### config.mk
export PLATFORM = sky130hd
export DESIGN_NAME = pbx_line_controller_core
export DESIGN_NICKNAME = d
export VERILOG_FILES = /design/src/sv/pbx_pkg.sv /design/src/sv/pbx_line_controller_core.sv
export VERILOG_INCLUDE_DIRS = /design/src /design/src/sv
export SDC_FILE = /design/constraint.sdc
export NUM_CORES = 1
export LEC_CHECK = 0
export CORE_ASPECT_RATIO = 2
export CORE_UTILIZATION = 58
export DETAILED_ROUTE_END_ITERATION = 6
export DONT_BUFFER_PORTS = 1
export GPL_ROUTABILITY_DRIVEN = 0
export PLACE_DENSITY = 0.76
export SYNTH_ARGS = -nofsm -noshare
export SYNTH_HDL_FRONTEND = slang
export SYNTH_SLANG_ARGS = --single-unit
### constraint.sdc
create_clock -name clk_i -period 4.1 [get_ports clk_i]
set_input_delay 0.82 -clock clk_i [delete_from_list [all_inputs] [get_ports clk_i]]
set_output_delay 0.82 -clock clk_i [all_outputs]
set_load 0.02 [all_outputs]
### src/sv/pbx_line_controller_core_assert.svh
// ----------------------------------------------------------------------------
// pbx line controller assertion macros
// Shared concurrent assertion forms, clocked on clk_i and disabled in reset.
// ----------------------------------------------------------------------------
`ifndef PBX_LINE_CONTROLLER_CORE_ASSERT_SVH
`define PBX_LINE_CONTROLLER_CORE_ASSERT_SVH

// same-cycle implication
`define PBX_ASSERT_IMP(lbl, ante, cons) \
  lbl: assert property (@(posedge clk_i) disable iff (!rst_ni) (ante) |-> (cons)) \
    else $error("pbx line controller assertion failed");

// next-cycle implication
`define PBX_ASSERT_NXT(lbl, ante, cons) \
  lbl: assert property (@(posedge clk_i) disable iff (!rst_ni) (ante) |=> (cons)) \
    else $error("pbx line controller assertion failed");

`endif

### src/sv/pbx_pkg.sv
// ----------------------------------------------------------------------------
// pbx_pkg
// Types and constants of the pbx line controller: beat structs, exchange
// modes, dial events, cadence patterns and the dtmf key table.
// ----------------------------------------------------------------------------
`timescale 1ns / 1ps

package pbx_pkg;

  // number of lines that can be rung by a star code
  localparam int unsigned LINE_COUNT = 5;

  // configuration register indexes
  typedef enum logic {
    CFG_SAMPLE_PERIOD  = 1'b0,
    CFG_CADENCE_PERIOD = 1'b1
  } cfg_idx_e;

  localparam int unsigned CfgDataW = 10;

  // reset values of the configuration registers
  localparam logic [7:0] SAMPLE_PERIOD_RST  = 8'd5;
  localparam logic [9:0] CADENCE_PERIOD_RST = 10'd330;

  // exchange modes
  typedef enum logic [2:0] {
    MODE_IDLE  = 3'd0,
    MODE_READY = 3'd1,
    MODE_CALL  = 3'd2,
    MODE_RING  = 3'd3,
    MODE_BUSY  = 3'd4
  } mode_e;

  // dial events
  typedef enum logic [1:0] {
    EV_NONE = 2'd0,
    EV_PUSH = 2'd1,
    EV_RING = 2'd2,
    EV_BUSY = 2'd3
  } dial_ev_e;

  // strobe history that marks a settled key press
  localparam logic [15:0] STROBE_MATCH = 16'h7FFF;

  // tone cadence patterns
  localparam logic [15:0] CAD_DIAL  = 16'h000D;
  localparam logic [15:0] CAD_READY = 16'h0034;
  localparam logic [15:0] CAD_BUSY  = 16'h02AA;
  localparam logic [15:0] CAD_RING  = 16'h000F;
  localparam logic [15:0] CAD_RBACK = 16'hF000;

  // key characters
  localparam logic [7:0] CHAR_STAR = 8'h2A;
  localparam logic [7:0] CHAR_ONE  = 8'h31;

  typedef struct packed {
    logic [4:0] offhook_mask;
    logic       dtmf_valid;
    logic [3:0] dtmf_code;
  } in_beat_t;

  typedef struct packed {
    logic [2:0] exchange_state;
    logic [4:0] ringing_lines;
    logic       tone_on;
    logic [1:0] dial_event;
  } out_beat_t;

  // dtmf decoder code to key character
  function automatic logic [7:0] key_char(input logic [3:0] code);
    logic [7:0] ch;
    unique case (code)
      4'd0:  ch = 8'h44;  // D
      4'd1:  ch = 8'h38;  // 8
      4'd2:  ch = 8'h34;  // 4
      4'd3:  ch = 8'h23;  // #
      4'd4:  ch = 8'h32;  // 2
      4'd5:  ch = 8'h30;  // 0
      4'd6:  ch = 8'h36;  // 6
      4'd7:  ch = 8'h42;  // B
      4'd8:  ch = 8'h31;  // 1
      4'd9:  ch = 8'h39;  // 9
      4'd10: ch = 8'h35;  // 5
      4'd11: ch = 8'h41;  // A
      4'd12: ch = 8'h33;  // 3
      4'd13: ch = 8'h2A;  // *
      4'd14: ch = 8'h37;  // 7
      default: ch = 8'h43;  // C
    endcase
    return ch;
  endfunction

endpackage

### src/sv/pbx_line_controller_core.sv
// ----------------------------------------------------------------------------
// pbx_line_controller_core
// Tick-driven controller of a small five-line telephone exchange.
//
// Input channel (in_valid_i / in_ready_o / in_data_i): one beat per
// millisecond tick with the off-hook mask and the dtmf strobe and code.
// Output channel (out_valid_o / out_ready_i / out_data_o): one beat per
// input beat with exchange mode, ringing lines, tone gate and dial event.
// Config port (cfg_we_i / cfg_idx_i / cfg_wdata_i): index 0 is the strobe
// sample period, index 1 the cadence period; write only while idle.
// The result of a beat is registered and shows on the output in the cycle
// after it is taken. Throughput: one beat per cycle; all tick work is one
// pass of logic from the input port into the state and result registers.
// A stalled receiver holds the result register; a new beat is still taken
// in the cycle the waiting result leaves, so ready only drops while a
// result waits and out_ready_i is low.
// Reset sets mode idle and periods to 5 and 330; the digit store is not reset.
// ----------------------------------------------------------------------------
`timescale 1ns / 1ps

module pbx_line_controller_core #(
  parameter int unsigned DIGIT_SLOTS = 8
) (
  input  logic                          clk_i,
  input  logic                          rst_ni,
  input  logic                          cfg_we_i,
  input  logic                          cfg_idx_i,
  input  logic [pbx_pkg::CfgDataW-1:0]  cfg_wdata_i,
  input  logic                          in_valid_i,
  output logic                          in_ready_o,
  input  pbx_pkg::in_beat_t             in_data_i,
  output logic                          out_valid_o,
  input  logic                          out_ready_i,
  output pbx_pkg::out_beat_t            out_data_o
);

  localparam int unsigned IdxW = $clog2(DIGIT_SLOTS + 1);

  // configuration registers
  logic [7:0] sample_period_q;
  logic [9:0] cadence_period_q;

  // tick state
  pbx_pkg::mode_e   mode_q, mode_d;
  logic [15:0]      cad_q, cad_d, cad_fsm;
  logic [4:0]       ring_q, ring_d, ring_dig, ring_fsm;
  logic [2:0]       prev_cnt_q;
  logic [15:0]      hist_q, hist_d;
  logic [IdxW-1:0]  idx_q, idx_d, idx_clr;
  logic [7:0]       store_q [2];
  logic [7:0]       st0_d, st1_d;
  logic [7:0]       stimer_q, stimer_d, stimer_nx;
  logic [9:0]       ctimer_q, ctimer_d, ctimer_nx;
  logic             tone_q, tone_d;

  // result register
  logic               out_valid_q;
  pbx_pkg::out_beat_t out_q, out_d;

  logic accept;
  logic [2:0] cnt;
  logic hangup, clr_dig, s_fire, c_fire, push, star_hit, line_ok;
  logic [7:0] diff;
  logic [4:0] line_bit;
  pbx_pkg::dial_ev_e ev;
  logic ring_ev;

  assign in_ready_o  = !out_valid_q || out_ready_i;
  assign accept      = in_valid_i && in_ready_o;
  assign out_valid_o = out_valid_q;
  assign out_data_o  = out_q;

  // config writes
  always_ff @(posedge clk_i or negedge rst_ni) begin
    if (!rst_ni) begin
      sample_period_q  <= pbx_pkg::SAMPLE_PERIOD_RST;
      cadence_period_q <= pbx_pkg::CADENCE_PERIOD_RST;
    end else if (cfg_we_i) begin
      unique case (pbx_pkg::cfg_idx_e'(cfg_idx_i))
        pbx_pkg::CFG_SAMPLE_PERIOD:  sample_period_q  <= cfg_wdata_i[7:0];
        pbx_pkg::CFG_CADENCE_PERIOD: cadence_period_q <= cfg_wdata_i;
        default: ;
      endcase
    end
  end

  // lifted handset count and hang-up
  always_comb begin
    cnt = '0;
    for (int i = 0; i < 5; i++) begin
      cnt = cnt + 3'(in_data_i.offhook_mask[i]);
    end
  end
  assign hangup  = cnt < prev_cnt_q;
  assign clr_dig = (cnt == 3'd0) || hangup;

  // timers: fire when the new count reaches the period or wraps
  assign stimer_nx = stimer_q + 8'd1;
  assign s_fire    = (stimer_nx >= sample_period_q) || (stimer_nx == 8'd0);
  assign stimer_d  = s_fire ? 8'd0 : stimer_nx;
  assign ctimer_nx = ctimer_q + 10'd1;
  assign c_fire    = (ctimer_nx >= cadence_period_q) || (ctimer_nx == 10'd0);
  assign ctimer_d  = c_fire ? 10'd0 : ctimer_nx;

  // strobe sampling, digit store and star code
  always_comb begin
    idx_clr  = clr_dig ? '0 : idx_q;
    idx_d    = idx_clr;
    hist_d   = hist_q;
    st0_d    = store_q[0];
    st1_d    = store_q[1];
    push     = 1'b0;
    ring_dig = ring_q;
    ev       = pbx_pkg::EV_NONE;
    diff     = st1_d - pbx_pkg::CHAR_ONE;
    line_ok  = 1'b0;
    line_bit = '0;
    star_hit = 1'b0;
    if (s_fire) begin
      hist_d = {hist_q[14:0], in_data_i.dtmf_valid};
      if (hist_d == pbx_pkg::STROBE_MATCH) begin
        push = 1'b1;
        ev   = pbx_pkg::EV_PUSH;
        if (idx_clr == IdxW'(0)) st0_d = pbx_pkg::key_char(in_data_i.dtmf_code);
        if (idx_clr == IdxW'(1)) st1_d = pbx_pkg::key_char(in_data_i.dtmf_code);
        if (idx_clr < IdxW'(DIGIT_SLOTS)) idx_d = idx_clr + IdxW'(1);
      end
      diff     = st1_d - pbx_pkg::CHAR_ONE;
      line_ok  = (st1_d >= pbx_pkg::CHAR_ONE) && (diff < 8'(pbx_pkg::LINE_COUNT))
                 && (diff < 8'd5);
      line_bit = 5'd1 << diff[2:0];
      star_hit = (idx_d == IdxW'(2)) && (st0_d == pbx_pkg::CHAR_STAR);
      if (star_hit) begin
        // the star code result replaces the digit push event
        push  = 1'b0;
        idx_d = '0;
        if (line_ok && ((in_data_i.offhook_mask & line_bit) == 5'd0)) begin
          ring_dig = ring_q | line_bit;
          ev       = pbx_pkg::EV_RING;
        end else begin
          ev = pbx_pkg::EV_BUSY;
        end
      end
    end
  end

  // mode next state
  always_comb begin
    mode_d = mode_q;
    unique case (mode_q)
      pbx_pkg::MODE_READY: begin
        if (cnt > 3'd1 || push)  mode_d = pbx_pkg::MODE_CALL;
        else if (cnt == 3'd0)    mode_d = pbx_pkg::MODE_IDLE;
      end
      pbx_pkg::MODE_CALL: begin
        if (ev == pbx_pkg::EV_BUSY)      mode_d = pbx_pkg::MODE_BUSY;
        else if (ev == pbx_pkg::EV_RING) mode_d = pbx_pkg::MODE_RING;
        else if (cnt == 3'd0)            mode_d = pbx_pkg::MODE_IDLE;
      end
      pbx_pkg::MODE_RING: begin
        if ((in_data_i.offhook_mask & ring_dig) != 5'd0) mode_d = pbx_pkg::MODE_CALL;
        else if (push || hangup)                        mode_d = pbx_pkg::MODE_CALL;
        else if (cnt == 3'd0)                           mode_d = pbx_pkg::MODE_IDLE;
      end
      pbx_pkg::MODE_BUSY: begin
        if (cad_q == 16'd0)    mode_d = pbx_pkg::MODE_CALL;
        else if (cnt == 3'd0)  mode_d = pbx_pkg::MODE_IDLE;
      end
      default: begin
        mode_d = (cnt != 3'd0) ? pbx_pkg::MODE_READY : pbx_pkg::MODE_IDLE;
      end
    endcase
  end

  // mode actions: cadence loads and ring mask clears
  always_comb begin
    cad_fsm  = cad_q;
    ring_fsm = ring_dig;
    unique case (mode_q)
      pbx_pkg::MODE_READY: begin
        if (!(cnt > 3'd1 || push) && cnt != 3'd0 && cad_q == 16'd0) begin
          cad_fsm = pbx_pkg::CAD_READY;
        end
      end
      pbx_pkg::MODE_CALL: begin
        if (ev == pbx_pkg::EV_BUSY) begin
          cad_fsm = pbx_pkg::CAD_BUSY;
        end else if (ev == pbx_pkg::EV_RING) begin
          cad_fsm = pbx_pkg::CAD_RING;
        end else if (cnt != 3'd0) begin
          cad_fsm  = '0;
          ring_fsm = '0;
        end
      end
      pbx_pkg::MODE_RING: begin
        if ((in_data_i.offhook_mask & ring_dig) == 5'd0 && !push && !hangup
            && cnt != 3'd0 && cad_q == 16'd0) begin
          cad_fsm = pbx_pkg::CAD_RBACK;
        end
      end
      pbx_pkg::MODE_BUSY: ;
      default: begin
        if (cnt != 3'd0) begin
          cad_fsm = pbx_pkg::CAD_DIAL;
        end else begin
          cad_fsm  = '0;
          ring_fsm = '0;
        end
      end
    endcase
  end

  // cadence shift and result beat
  always_comb begin
    cad_d  = cad_fsm;
    tone_d = tone_q;
    ring_d = ring_fsm;
    if (c_fire) begin
      tone_d = cad_fsm[0];
      cad_d  = {1'b0, cad_fsm[15:1]};
    end
    out_d.exchange_state = mode_d;
    out_d.ringing_lines  = ring_d;
    out_d.tone_on        = tone_d;
    out_d.dial_event     = ev;
  end

  // tick state update
  always_ff @(posedge clk_i or negedge rst_ni) begin
    if (!rst_ni) begin
      mode_q     <= pbx_pkg::MODE_IDLE;
      cad_q      <= '0;
      ring_q     <= '0;
      prev_cnt_q <= '0;
      hist_q     <= '0;
      idx_q      <= '0;
      stimer_q   <= '0;
      ctimer_q   <= '0;
      tone_q     <= 1'b0;
    end else if (accept) begin
      mode_q     <= mode_d;
      cad_q      <= cad_d;
      ring_q     <= ring_d;
      prev_cnt_q <= cnt;
      hist_q     <= hist_d;
      idx_q      <= idx_d;
      stimer_q   <= stimer_d;
      ctimer_q   <= ctimer_d;
      tone_q     <= tone_d;
    end
  end

  // digit store, no reset
  always_ff @(posedge clk_i) begin
    if (accept) begin
      store_q[0] <= st0_d;
      store_q[1] <= st1_d;
    end
  end

  // result register
  always_ff @(posedge clk_i or negedge rst_ni) begin
    if (!rst_ni) begin
      out_valid_q <= 1'b0;
    end else if (accept) begin
      out_valid_q <= 1'b1;
    end else if (out_ready_i) begin
      out_valid_q <= 1'b0;
    end
  end

  always_ff @(posedge clk_i) begin
    if (accept) begin
      out_q <= out_d;
    end
  end

  // ring event on the result beat
  assign ring_ev = out_data_o.dial_event == pbx_pkg::EV_RING;

`include "pbx_line_controller_core_assert.svh"

  `PBX_ASSERT_IMP(a_no_overwrite, in_valid_i && in_ready_o, !(out_valid_o && !out_ready_i))
  `PBX_ASSERT_NXT(a_result_follows, in_valid_i && in_ready_o, out_valid_o)
  `PBX_ASSERT_IMP(a_idx_bound, 1'b1, idx_q <= IdxW'(DIGIT_SLOTS))
  `PBX_ASSERT_IMP(a_ring_has_line, out_valid_o && ring_ev, out_data_o.ringing_lines != 5'd0)

endmodule

### Yosys cells after proc, flatten, opt, wreduce, memory -nomap -nowiden

Memory sizes are Yosys's and may differ from the RTL's.
Cells that the tools add are included.

| cells by class | value |
|---|---|
| add/subtract/negate cells | 8 |
| $lt $le $gt $ge | 7 |
| equal/unequal tests | 10 |
| shifts and indexed selects | 1 |
| multiplexer cells | 53 |
| bitwise gates (word level) | 4 |
| reduce and logical (&&, ||, !) cells | 35 |

Operators with widths:

| cell | count |
|---|---|
| $mux W16 | 6 |
| $mux W8 | 9 |
| $pmux W16 S4 | 1 |
| $mux W5 | 7 |
| $mux W4 | 7 |
| $mux W3 | 7 |
| $eq A16 B15 Y1 const B | 1 |
| $logic_not A16 Y1 | 1 |
| $pmux W3 S4 | 1 |
| $logic_and A1 B1 Y1 | 11 |
| $mux W1 | 11 |
| $add A10 B1 Y10 const B | 1 |
| $and A5 B5 Y5 | 2 |
| $ge A10 B10 Y1 | 1 |
| $logic_not A10 Y1 | 1 |
| $logic_not A5 Y1 | 2 |
| $mux W10 | 1 |
| $pmux W5 S2 | 1 |
| $add A8 B1 Y8 const B | 1 |
| $eq A8 B6 Y1 const B | 1 |
| $ge A8 B6 Y1 const B | 1 |
| $ge A8 B8 Y1 | 1 |
| $logic_not A8 Y1 | 1 |
| $lt A8 B3 Y1 const B | 1 |
| other kinds (27) | 41 |

| word-level totals | value |
|---|---|
| register bits | 95 |
| RAM bits | 16 |
| bits in read-only memories | 224 |
| logic and storage cells | 137 |
| memories kept | 3 |

Memory list:

| memory | words | bits a word | rd ports | clocked after memory_dff | wr ports | RTL line | RTL |
|---|---|---|---|---|---|---|---|
| (no name shown) | 16 | 7 | 1 | 0 | 0 | pbx_pkg.sv:72 | `unique case (code)` |
| (no name shown) | 16 | 7 | 1 | 0 | 0 | pbx_pkg.sv:72 |  |
| store_q | 2 | 8 | 2 | 0 | 2 | pbx_line_controller_core.sv:50 | `logic [7:0] store_q [2];` |

### Logic depth before layout (Yosys ltp)

Gate-level depths: netlist of run 1.

| logic depth | value |
|---|---|
| depth in word-level cells | 28 |
| depth in mapped cells | 24 |
| mapped depth without buffers | 23 |

### Least setup slack after synthesis of run 1

No wires, ideal clock.

| path | value |
|---|---|
| path type | in2reg |
| from | in in_data_i[5] (netlist bit) |
| to | reg cad_q[7] |
| setup time | 0.124 ns |
| arrival | 5.555 ns |
| data required time | 3.976 ns |
| slack | -1.579 ns |
| cell stages on the path | 23 |
| buffers on the path | 1 |
| path through | inv_1 > fa_1 > fa_1 > ha_1 > ha_1 > nand2_1 > o21a_4 > nor2_1 > nand2_1 > inv_1 > ha_1 > o211ai_1 > clkbuf_1 > nand2_1 > o21ai_0 > ha_1 > nor3b_1 > mux2_2 > a22oi_1 > nand3_2 > o21ba_2 > and2_1 > a211o_1 |

| on the way | value |
|---|---|
| word-level cells in the longest chain between the ends | 28 |
| elaborated cells on any way between the ends | 65 |
| those cells by class | 6 x add/sub; 5 x order compare; 5 x eq/ne; 1 x shift; 25 x mux; 3 x bitwise; 20 x reduce/logical |

RTL lines:

| item | RTL line | RTL |
|---|---|---|
| start: declaration | pbx_line_controller_core.sv:31 | `input pbx_pkg::in_beat_t in_data_i,` |
| $add A1 B1 Y2 * | pbx_line_controller_core.sv:91 | `cnt = cnt + 3'(in_data_i.offhook_mask[i]);` |
| $add A2 B1 Y3 * | pbx_line_controller_core.sv:91 |  |
| $add A3 B1 Y3 * (2 in series) | pbx_line_controller_core.sv:91 |  |
| named net cnt[1] | pbx_line_controller_core.sv:61 | `logic [2:0] cnt;` |
| $lt A3 B3 Y1 or $logic_not A3 Y1 (tied branches) | pbx_line_controller_core.sv:94, pbx_line_controller_core.sv:95 |  |
| $logic_or A1 B1 Y1 | pbx_line_controller_core.sv:95 | `assign clr_dig = (cnt == 3'd0) \|\| hangup;` |
| $mux W4 | pbx_line_controller_core.sv:107 | `idx_clr = clr_dig ? '0 : idx_q;` |
| $eq A4 B1 Y1 | pbx_line_controller_core.sv:125 | `if (idx_clr == IdxW'(1)) st1_d = pbx_pkg::key_char(in_data_i.dtmf_code);` |
| (+10 left out) | n/a |  |
| $mux W5 | pbx_line_controller_core.sv:119 | `if (s_fire) begin` |
| $and A5 B5 Y5 | pbx_line_controller_core.sv:196 | `if ((in_data_i.offhook_mask & ring_dig) == 5'd0 && !push && !hangup` |
| $logic_not A5 Y1 | pbx_line_controller_core.sv:196 |  |
| $logic_and A1 B1 Y1 (2 in series) | pbx_line_controller_core.sv:196 |  |
| $logic_and A1 B1 Y1 (2 in series) | pbx_line_controller_core.sv:197 | `&& cnt != 3'd0 && cad_q == 16'd0) begin` |
| $mux W16 | pbx_line_controller_core.sv:196 |  |
| $pmux W16 S4 * | pbx_line_controller_core.sv:179 | `unique case (mode_q)` |
| $mux W16 * | pbx_line_controller_core.sv:218 | `if (c_fire) begin` |
| end signal: assignment | pbx_line_controller_core.sv:232 | `cad_q <= '0;` |
| end signal: assignment | pbx_line_controller_core.sv:242 | `cad_q <= cad_d;` |
| end: declaration | pbx_line_controller_core.sv:45 | `logic [15:0] cad_q, cad_d, cad_fsm;` |

Mark *: on every way through the listed nets, which the timed path passes. The rest lies on a longest branch. The select of a mux whose other input is x is not followed.
A chain may end at the register's enable or synchronous reset.

### Worst setup path after layout of run 1

| path | value |
|---|---|
| from | in in_data_i[6] (netlist bit) |
| to | reg out_q (netlist bit out_data_o[10]), data pin |

| on the way | value |
|---|---|
| word-level cells in the longest chain between the ends | 23 |
| elaborated cells on any way between the ends | 57 |
| those cells by class | 6 x add/sub; 5 x order compare; 5 x eq/ne; 1 x shift; 26 x mux; 3 x bitwise; 11 x reduce/logical |

RTL lines:

| item | RTL line | RTL |
|---|---|---|
| $add A1 B1 Y2 * | pbx_line_controller_core.sv:91 |  |
| $add A2 B1 Y3 * | pbx_line_controller_core.sv:91 |  |
| $add A3 B1 Y3 * (2 in series) | pbx_line_controller_core.sv:91 |  |
| named net cnt[1] | pbx_line_controller_core.sv:61 |  |
| $lt A3 B3 Y1 or $logic_not A3 Y1 (tied branches) | n/a |  |
| $logic_or A1 B1 Y1 | pbx_line_controller_core.sv:95 |  |
| $mux W4 | pbx_line_controller_core.sv:107 |  |
| $eq A4 B1 Y1 | pbx_line_controller_core.sv:125 |  |
| (+8 left out) | n/a |  |
| $mux W5 or $mux W1 (tied branches) | pbx_line_controller_core.sv:137 | `if (line_ok && ((in_data_i.offhook_mask & line_bit) == 5'd0)) begin` |
| $mux W5 or $mux W2 (tied branches) | pbx_line_controller_core.sv:133 | `if (star_hit) begin` |
| $mux W5 or $mux W2 (tied branches) | pbx_line_controller_core.sv:119 |  |
| $and A5 B5 Y5 or $eq A2 B2 Y1 (tied branches) | pbx_line_controller_core.sv:161, pbx_line_controller_core.sv:157 |  |
| $reduce_bool A5 Y1 or $mux W3 (tied branches) | pbx_line_controller_core.sv:161, pbx_line_controller_core.sv:157 |  |
| $mux W3, on equally long branches | pbx_line_controller_core.sv:161, pbx_line_controller_core.sv:156 |  |
| $pmux W3 S4 * | pbx_line_controller_core.sv:150 | `unique case (mode_q)` |
| named net mode_d[2] | pbx_line_controller_core.sv:44 | `pbx_pkg::mode_e mode_q, mode_d;` |
| end signal: assignment | pbx_line_controller_core.sv:274 | `out_q <= out_d;` |
| end: declaration | pbx_line_controller_core.sv:58 | `pbx_pkg::out_beat_t out_q, out_d;` |

Marks and branches as above.

==> results of run 1 <==
==> critical path, delay by kind of cell <==
| kind | cells | cell delay, ns |
|---|---|---|
| adder cells (fa/ha/maj) | 6 | 1.73 |
| AO/OA/AOI/OAI | 6 | 1.03 |
| buffers and inverters | 4 | 0.52 |
| AND/OR/NAND/NOR | 6 | 0.50 |
| multiplexers | 1 | 0.30 |
==> registers in the layout, summed over array words and instances, names as in the netlist, 3 cells and up <==
name	flops
store_q	16
sample_period_q	8
cad_q	16
mode_q	3
prev_cnt_q	3
hist_q	15
cadence_period_q	10
idx_q	4
stimer_q	8
ctimer_q	10
out_data_o	11
ring_q	5
==> layout make-up <==
| cell class | count | area (µm²) |
|---|---|---|
| clock buffers | 10 | 250 |
| clock inverters | 6 | 48.8 |
| fillers | 762 | 3160 |
| inverters | 43 | 176 |
| multi-input cells | 516 | 3690 |
| flip-flops and latches | 111 | 2920 |
| well taps | 140 | 175 |
| repair buffers | 74 | 592 |
==> routing by layer <==
metal	track usage, %	vias to the layer above	share of wire (%)
met4	19.0	0	6.1
li1	-	2604	-
met3	4.01	79	3.2
met5	0	-	0
met2	52.5	161	55
met1	29.7	2651	36
==> stage by stage <==
stage / utilization [%] / TNS (ns)
after CTS: 70.4 / -17.84
after global routing: 71.3 / -25.36
after detailed placement: 65.9 / -34.53
after global placement: 65.9 / -32.28
after floorplan: - / -27.11
final: 71.3 / -20.31
==> kinds of logic after synthesis <==
kind of cell / count (synthesis) / synth area share, %
AOI/OAI and AO/OA: 170 / 17.9
xor gates and xnor gates: 15 / 1.99
adders and majority gates: 34 / 6.68
buffers and inverters: 65 / 4.50
DFF: 111 / 44.3
muxes: 18 / 3.04
and+or+nand+nor: 279 / 21.5
==> power by group through the flow <==
| stage | Clock (mW) | Sequential, mW | Combinational (mW) |
|---|---|---|---|
| global route | 0.939 | 1.54 | 1.42 |
| detailed placement | 0 | 1.53 | 1.17 |
| global placement | 0 | 1.52 | 1.12 |
| finish | 0.880 | 1.51 | 1.28 |
| CTS | 0.901 | 1.51 | 1.23 |
| floorplan | 0 | 1.45 | 0.862 |
==> what timing repair did <==
action | 4_1_cts | 5_1_grt
gates cloned | 0 | 0
setup buffers | 10 | 3
gates resized for setup | 28 | 14
pin swaps | 21 | 14
setup endpoints to repair | 37 | 37
==> path summary, 6_finish.rpt <==
path	from	to	slack, ns	cells after the start
setup / recovery	in_data_i[6]	out_data_o[10]$_DFFE_PP_	-0.70	23
hold / removal	rst_ni	cadence_period_q[5]$_DFFE_PN0P_	0.15	0
setup reg to reg	stimer_q[0]$_DFFE_PN0P_	mode_q[0]$_DFFE_PN0P_	0.21	15
hold reg to reg	prev_cnt_q[0]$_DFFE_PN0P_	prev_cnt_q[0]$_DFFE_PN0P_	0.50	2
max in group asynchronous	rst_ni	cadence_period_q[8]$_DFFE_PN1P_	3.74	0
min in group clk_i	prev_cnt_q[0]$_DFFE_PN0P_	prev_cnt_q[0]$_DFFE_PN0P_	0.50	2
==> cells in the final DEF, fill, tap and decap left out, drive strengths merged, types with 7 or more instances in the layout <==
cell type / Yosys / routed
a21oi: 28 / 28
nor3: 8 / 8
nand4: 8 / 8
nand2: 132 / 132
xor2: 9 / 9
inv: 43 / 46
ha: 32 / 32
nor2: 38 / 38
buf: 3 / 74
o21ai: 67 / 67
o31ai: 8 / 8
and2: 7 / 7
a31oi: 9 / 9
nor4: 10 / 10
edfxtp: 27 / 27
dfrtp: 78 / 78
mux2: 16 / 16
nand3: 17 / 17
clkbuf: 19 / 10
nor2b: 11 / 11
and3: 11 / 11
==> run metrics, run 1 <==
CTS Buf Count=9; WP data arrival=4.89 ns; Synth Cell Area=between 6000 and 7000 µm²; CP max FO=5; Synth Warn #=0; power per cell area=roughly 470 nW/µm²; worst vdd ir=roughly 0.00032 V; setup ws final=-0.697 ns; Worst EP required=around 4.2 ns; period utilization=117%; layout cells sized above 1=between 20% and 30%; fmax=between 200 and 250 MHz; Reg clk slew, reported paths=0.08 ns; Starting Density=around three fifths; die width=77.4 µm; clk root buf=clkbuf_16; Critical-path top delay cell=fa_1; top post-synthesis cells by count=nand2_1, dfrtp_1, o21ai_0; vias after detailed routing=5495; Critical Path End Type=register; Final #Nets=slightly above 800; sw frac=between 30% and 40%; GR Overflow Total=0; I/O pin count=39; clock share of power=23.9%; WL per Instance=17.9 µm; kind of start point of the critical path=input port; ys flop type=dfrtp_1; status=finished with violations; htree depth=3; CP Class=input port to register; Async SR Flop Fraction=approximately 76%; Detailed Place HPWL=11.6 mm; violated checks=negative setup slack; cts hold-fix bufs=0; maximum buffer depth of the clock tree=2; Placement Setup Slack=-1.09 ns; WL final=roughly 16 mm; top post-synthesis cells by area=dfrtp_1, edfxtp_1, nand2_1; LEAKAGE=between 3 and 4 nW; antenna-violating nets left=0; worst skew pair latency=0.36 ns; Synth cell types=between 80 and 90; min cycle time layout=~4.8 ns; CTS tree=done; crit-path cells=inv_8 > fa_1 > fa_2 > ha_4 > ha_4 > nand2_2 > o21a_4 > nor2_4 > nand2_2 > inv_2 > ha_4 > o211ai_1 > buf_4 > o21ai_4 > ha_4 > nor3b_2 > mux2_4 > a22oi_2 > nand3_4 > buf_4 > o21ai_4 > o31a_1 > nor2_1; vias in the first global route=roughly 6000; initial antenna violation count=0; Worst Tran Pin Value=between 0.8 and 0.9 ns; most common cell in the netlist=nand2_1; Final Hold Viols=0; Overall Power=3.68 mW; syn_nets=752; Layout Cells excl Fill=900; placed insts=871; register area share after synthesis=44.3%; Layout area overhead=19.1%; Comb power frac=34.9%; largest area contributor in the netlist=dfrtp_1; Slew Limit Fails=0; largest net degree at the start of global routing=85; DRT Pass-1 Iters=4; worst-case clock skew=roughly 0.011 ns; Sequential Power Share=41.1%; total track usage=roughly 29%; Avg Synthesized Cell Area=approximately 9.5 µm²; Final setup violation count=37; Hold Crit Class=input port to asynchronous set/reset pin; number of flops mapped to enable cells by yosys=27; Vias/cell=6.11; P_sw=around 1.4 mW; Starting DRT DRC Count=about 230; IO buf count=0; placed instance area=7260 µm²; RSZ-0062 raised after global routing=yes; die area=11800 µm²; max incr delay on CP=0.50 ns; CP dominant cell by count=ha_4; Chip Height=~150 µm; Internal=approximately 2.3 mW; drt drc=0; Final Cell Area=7850 µm²; #FFs+latches synth=~110; first-pass GRT wire length=27.0 mm; MaxCap Viol Count=0; Syn Inst Count=between 600 and 700; Hold WS=0.150 ns; placeable core area=11000 µm²; Clock Sinks=111; row cnt=54; Diodes inserted=0; Synth top area share=between 20% and 30%; relative slew slack=between 40 and 50%
(Power assumes the default switching activity.)
==> run 2: changes to the inputs <==
CELL_PAD_IN_SITES_DETAIL_PLACEMENT = 1   (was unset)
CELL_PAD_IN_SITES_GLOBAL_PLACEMENT = 1   (was unset)
CORE_UTILIZATION = 45   (was 58)
PLACE_DENSITY = unset   (was 0.76)
PLACE_DENSITY_LB_ADDON = 0.1   (was unset)
==> run metrics, run 2 (synthesized netlist as in run 1, its figures left out) <==
worst-case clock skew=0.0116 ns (+0.000744 ns); power per cell area=465 nW/µm² (-0.72%); Detailed Place HPWL=14.3 mm (+23%); placeable core area=14400 µm² (+30%); relative slew slack=42.5% (-3.1 points); Top delay family on crit path=adder cells; first-pass GRT wire length=31.5 mm (+17%); die width=87.6 µm (+13%); Reg clk slew, reported paths=0.08 ns (about the same); Worst Path Buf+Inv=5 (+1); vias after detailed routing=5653 (+2.9%); Fillers=1590 (+110%); Critical Path End Type=register; max incr delay on CP=0.50 ns (about the same); clk root buf=clkbuf_16; antenna-violating nets left=0 (unchanged); largest net degree at the start of global routing=85 (unchanged); worst skew pair latency=0.36 ns (about the same); CTS Buf Count=9 (unchanged); Clock Sinks=111 (unchanged); Layout area overhead=24.9%; reg2reg setup slack=0.24 ns (+0.03 ns); Critical-path top delay cell=fa_1; Hold Crit Class=input port to asynchronous set/reset pin; Starting DRT DRC Count=184 (-21%); htree depth=3 (unchanged); Final setup violation count=37 (unchanged); Starting Density=45.9% (-14 points); worst reg2reg startpoint=stimer_q[0]$_DFFE_PN0P_; RR Endpoint=cad_q[14]$_DFFE_PN0P_; min cycle time layout=4.89 ns (+0.0954 ns); I/O pin count=39 (unchanged); Overall Power=3.83 mW (+4.1%); WL final=20.0 mm (+24%); row cnt=62 (+15%); most frequent cells in the layout=nand2_1, buf_4, dfrtp_1, o21ai_0, inv_1; Reg2Reg Depth=17 (+2); LEAKAGE=3.60 nW (+3.3%); CP max FO=6 (+1); period utilization=119% (+2.3 points); layout cells sized above 1=29.8% (+4.0 points); MaxCap Viol Count=0 (unchanged); Placement Setup Slack=-1.19 ns (-0.0933 ns); Chip Height=173 µm (+13%); fmax=204 MHz (-2.0%); initial antenna violation count=0 (unchanged); Final #Nets=834 (+2.3%); status=finished with violations; Slew Limit Fails=0 (unchanged); GR Overflow Total=0 (unchanged); crit-path cells=inv_8 > fa_1 > fa_2 > inv_1 > ha_4 > ha_4 > a21oi_2 > o21a_4 > nor2_4 > nand2_2 > inv_2 > ha_4 > o211ai_1 > buf_4 > o21ai_4 > ha_4 > nor3b_2 > mux2_4 > a22oi_2 > nand3_4 > nor4_4 > buf_6 > and3b_1 > o21a_1; DRT Pass-1 Iters=4 (unchanged); setup ws final=-0.792 ns (-0.0954 ns); CP dominant cell by count=ha_4; CP Class=input port to register; commonest non-fill, non-tap cell in the layout=nand2_1; placed insts=932 (+7.0%); Final Hold Viols=0 (unchanged); kind of start point of the critical path=input port; Vias/cell=5.82 (-4.6%); WP data arrival=5.12 ns (+0.23 ns); CTS tree=done; die area=15200 µm² (+28%); IO buf count=0 (unchanged); Layout Cells excl Fill=971 (+7.9%); drt drc=0 (unchanged); worst vdd ir=0.000221 V (-32%); vias in the first global route=6291 (+7.8%); Worst Tran Pin Value=0.858 ns (+0.0463 ns); total track usage=27.4% (-1.4 points); Diodes inserted=0 (unchanged); maximum buffer depth of the clock tree=2 (unchanged); Largest regs=cad_q x16, store_q x16, hist_q x15; WL per Instance=20.6 µm (+15%); RSZ-0062 raised after global routing=yes; Worst EP required=4.33 ns (+0.14 ns); violated checks=negative setup slack
run 2: how the worst max path moves through the flow:
stage                 startpoint                       to  slack, ns  depth (start not counted)
global route        in_data_i[6]  out_data_o[3]$_DFFE_PP_      -0.92                         24
finish              in_data_i[6]  out_data_o[3]$_DFFE_PP_      -0.79                         24
floorplan           in_data_i[8]     cad_q[7]$_DFFE_PN0P_      -1.02                         23
detailed placement  in_data_i[8]    ring_q[4]$_DFFE_PN0P_      -1.19                         21
CTS                 in_data_i[6]     cad_q[9]$_DFFE_PN0P_      -0.75                         22
global placement    in_data_i[8]     cad_q[2]$_DFFE_PN0P_      -1.03                         21
run 2: worst reg2reg max path: cells and delay by family, from the launching register on:
kind,cells,cell delay [ns]
compound gates,6,1.17
xor+xnor,1,0.31
fa+ha+maj,2,0.62
buf+inv,4,0.61
flops,1,0.49
simple gates,4,0.56
run 2: metrics by stage:
step                      cell area [µm²]  setup TNS (ns)  util, %  hold WS, ns
after floorplan                      6750          -27.11        -        0.438
after global placement               7380          -32.02     51.4        0.461
after detailed placement             7380          -37.80     51.4        0.462
after CTS                            8010          -21.81     55.8        0.137
after global routing                 8230          -28.95     57.4        0.134
final                                8230          -23.70     57.4        0.144
run 2: cell type report:
cell class | instances | area [µm²] | share of cell area (%)
clock buffers | 10 | 229 | 2.78
clock inverters | 6 | 35.0 | 0.425
inverters | 43 | 179 | 2.17
multi-input cells | 516 | 3880 | 47.2
flip-flops and latches | 111 | 2920 | 35.5
well taps | 192 | 240 | 2.92
repair buffers | 93 | 747 | 9.07
run 2: routing by layer:
layer | vias up | track usage (%) | share of wire [%]
li1 | 2631 | - | -
met5 | - | 0 | 0
met3 | 63 | 3.77 | 1.8
met1 | 2855 | 26.3 | 36
met2 | 104 | 52.8 | 57
met4 | 0 | 15.2 | 5.3
run 2: power breakdown:
| group | internal (mW) | leakage (nW) | switching [mW] | total (mW) |
|---|---|---|---|---|
| logic | 0.622 | 2.18 | 0.849 | 1.47 |
| registers | 1.32 | 1.29 | 0.206 | 1.52 |
| clock network | 0.412 | 0.132 | 0.425 | 0.837 |
| total | 2.35 | 3.60 | 1.48 | 3.83 |
run 2: what timing repair did:
action                     4_1_cts  5_1_grt
cloned                           0        0
resized for setup               56       32
setup buffers                   14       11
pin swaps                       36       29
setup endpoints to repair       37       37
hold buffers                     0        0
hold endpoints to repair         0        0
==> run 3: changes to the inputs <==
ABC_AREA = 1   (was unset)
CORE_UTILIZATION = 43   (was 45)
==> run metrics, run 3 <==
period utilization=111% (-8.2 points); Synth Cell Area=6810 µm² (+3.3%); IO buf count=0 (unchanged); Final setup violation count=33 (-11%); Final Hold Viols=0 (unchanged); RSZ-0062 raised after global routing=yes; Syn Inst Count=895 (+29%); syn_nets=955 (+27%); worst-case clock skew=0.0121 ns (+0.000426 ns); Hold Crit Class=input port to asynchronous set/reset pin; relative slew slack=51.4% (+8.9 points); Clock Sinks=111 (unchanged); placeable core area=15400 µm² (+7.1%); Vias/cell=5.36 (-7.9%); Critical Path End Type=register; max incr delay on CP=0.49 ns (about the same); Final Cell Area=8310 µm² (+0.88%); placed instance area=7610 µm² (+3.1%); WP data arrival=4.64 ns (-0.48 ns); Largest regs=cad_q x16, store_q x16, hist_q x15; Hold WS=0.135 ns (-0.00922 ns); antenna-violating nets left=0 (unchanged); power per cell area=539 nW/µm² (+16%); worst reg2reg startpoint=stimer_q[0]$_DFFE_PN0P_; worst vdd ir=0.000267 V (+21%); WL per Instance=17.2 µm (-17%); LEAKAGE=3.98 nW (+11%); commonest non-fill, non-tap cell in the layout=nand2_1; CTS tree=done; post-synthesis xor/xnor area fraction=1.03% (-0.96 points); storage element area=2920 µm² (unchanged); row cnt=64 (+3.2%); Final #Nets=1026 (+23%); Diodes inserted=0 (unchanged); cts hold-fix bufs=0 (unchanged); vias after detailed routing=6266 (+11%); fmax=219 MHz (+7.4%); Fillers=1950 (+23%); Starting DRT DRC Count=213 (+16%); htree depth=3 (unchanged); drt drc=0 (unchanged); Layout Utilization=54.0% (-3.3 points); Synth Warn #=0 (unchanged); area of the multi-input gates=3660 µm² (-5.8%); Reg clk slew, reported paths=0.08 ns (about the same); Critical-path top delay cell=fa_2; clk root buf=clkbuf_16; top post-synthesis cells by area=dfrtp_1, nand2_1, edfxtp_1; largest area contributor in the netlist=dfrtp_1; complex-gate fraction of the synthesized area=11.1% (-6.8 points); main combinational cell family by area after synthesis=simple AND/OR/NAND/NOR gates; Detailed Place HPWL=15.0 mm (+5.0%); vias in the first global route=7032 (+12%); total track usage=25.9% (-1.5 points); fraction of the mapped netlist area in simple logic gates=29.3% (+7.8 points); Overall Power=4.48 mW (+17%); ys flop type=dfrtp_1; DRT Pass-1 Iters=4 (unchanged); Chip Height=180 µm (+3.9%); Layout area overhead=22.0%; Synth cell types=45 (-48%); setup ws final=-0.457 ns (+0.335 ns); kind of start point of the critical path=input port; min cycle time layout=4.56 ns (-0.335 ns); #FFs+latches synth=111 (unchanged); WL final=20.1 mm (+0.43%); mux cell area share after synthesis=0% (-3.0 points); Fin Setup TNS=-9.60 ns (+14.10 ns); top post-synthesis cells by count=nand2_1, inv_1, dfrtp_1; Layout Cells excl Fill=1169 (+20%); most common cell in the netlist=nand2_1; most frequent cells in the layout=nand2_1, inv_1, dfrtp_1, buf_4, o21ai_0; die width=91.0 µm (+3.9%); Async SR Flop Fraction=75.7% (unchanged); initial antenna violation count=0 (unchanged); largest net degree at the start of global routing=85 (unchanged); first-pass GRT wire length=33.6 mm (+6.6%); worst skew pair latency=0.37 ns (about the same); die area=16400 µm² (+8.0%); MaxCap Viol Count=0 (unchanged); number of flops mapped to enable cells by yosys=27 (unchanged); Worst EP required=4.18 ns (-0.15 ns); CP max FO=6 (unchanged); Worst Setup SP=in_data_i[8]; placed insts=1131 (+21%); CTS Buf Count=9 (unchanged); layout cells sized above 1=21.5% (-8.3 points); violated checks=negative setup slack; GR Overflow Total=0 (unchanged); register area share after synthesis=42.9% (-1.4 points); Worst Tran Pin Value=0.727 ns (-0.132 ns); maximum buffer depth of the clock tree=2 (unchanged); status=finished with violations; I/O pin count=39 (unchanged); Synth top area share=28.7% (-0.95 points); Starting Density=44.3% (-1.6 points); Slew Limit Fails=0 (unchanged); Placement Setup Slack=-1.02 ns (+0.167 ns); adder-cell share of the synthesized area=6.47% (-0.21 points); CP Class=input port to register; Avg Synthesized Cell Area=7.61 µm² (-20%)
run 3: cell count changes after synthesis, sizes merged, moves of 7 or more:
cell / change
nor3: +7
o21ai: +12
and3: -11
nand4: +17
a31oi: -8
nand3: +35
mux2: -16
nor2: +32
and2: -7
nor2b: -11
nand2: +142
inv: +101
run 3: final cells by class:
type	count	area share, %
clock buffer	9	2.71
clock inverter	7	0.934
inverter	147	7.00
multi-input combinational	619	44.0
sequential	111	35.2
tap	198	2.98
timing repair buffer	78	7.18
run 3: cells by family after synthesis:
group,after synthesis
buffers and inverters,165
adders and majority gates,34
and+or+nand+nor,442
AOI/OAI and AO/OA,135
DFF,111
xor gates and xnor gates,8
run 3: per-layer routing:
layer,global-route usage (%),wire (µm),up-vias
met5,0,0,-
met4,13.0,685,0
met3,3.47,336,48
met2,51.8,11800,84
met1,24.8,7250,3111
li1,-,-,3023
run 3: worst paths after layout:
check                                                      end  slack (ns)  cells past startpoint
worst max-delay path                   out_data_o[8]$_DFFE_PP_       -0.46                     29
worst min-delay path                     hist_q[0]$_DFFE_PN0P_        0.13                      0
worst max register to register         out_data_o[8]$_DFFE_PP_        0.31                     20
worst min register to register  sample_period_q[5]$_DFFE_PN0P_        0.49                      2
max in group asynchronous       sample_period_q[2]$_DFFE_PN1P_        3.74                      0
min in group clk_i              sample_period_q[5]$_DFFE_PN0P_        0.49                      2
run 3: power breakdown:
| group | switching, mW | internal, mW | total (mW) |
|---|---|---|---|
| Clock | 0.473 | 0.434 | 0.906 |
| Combinational | 1.23 | 0.713 | 1.94 |
| Sequential | 0.213 | 1.42 | 1.63 |
| Total | 1.92 | 2.56 | 4.48 |
run 3: what timing repair did:
| item | CTS | global route |
|---|---|---|
| pin swaps | 29 | 22 |
| setup endpoints to repair | 34 | 34 |
| buffers inserted | 12 | 14 |
| gates resized for setup | 30 | 30 |
run 3: worst max-delay path: cells and delay by family:
kind	cells	cell delay [ns]
adder cells (fa/ha/maj)	6	1.85
buffers and inverters	5	0.22
AND/OR/NAND/NOR	18	1.70
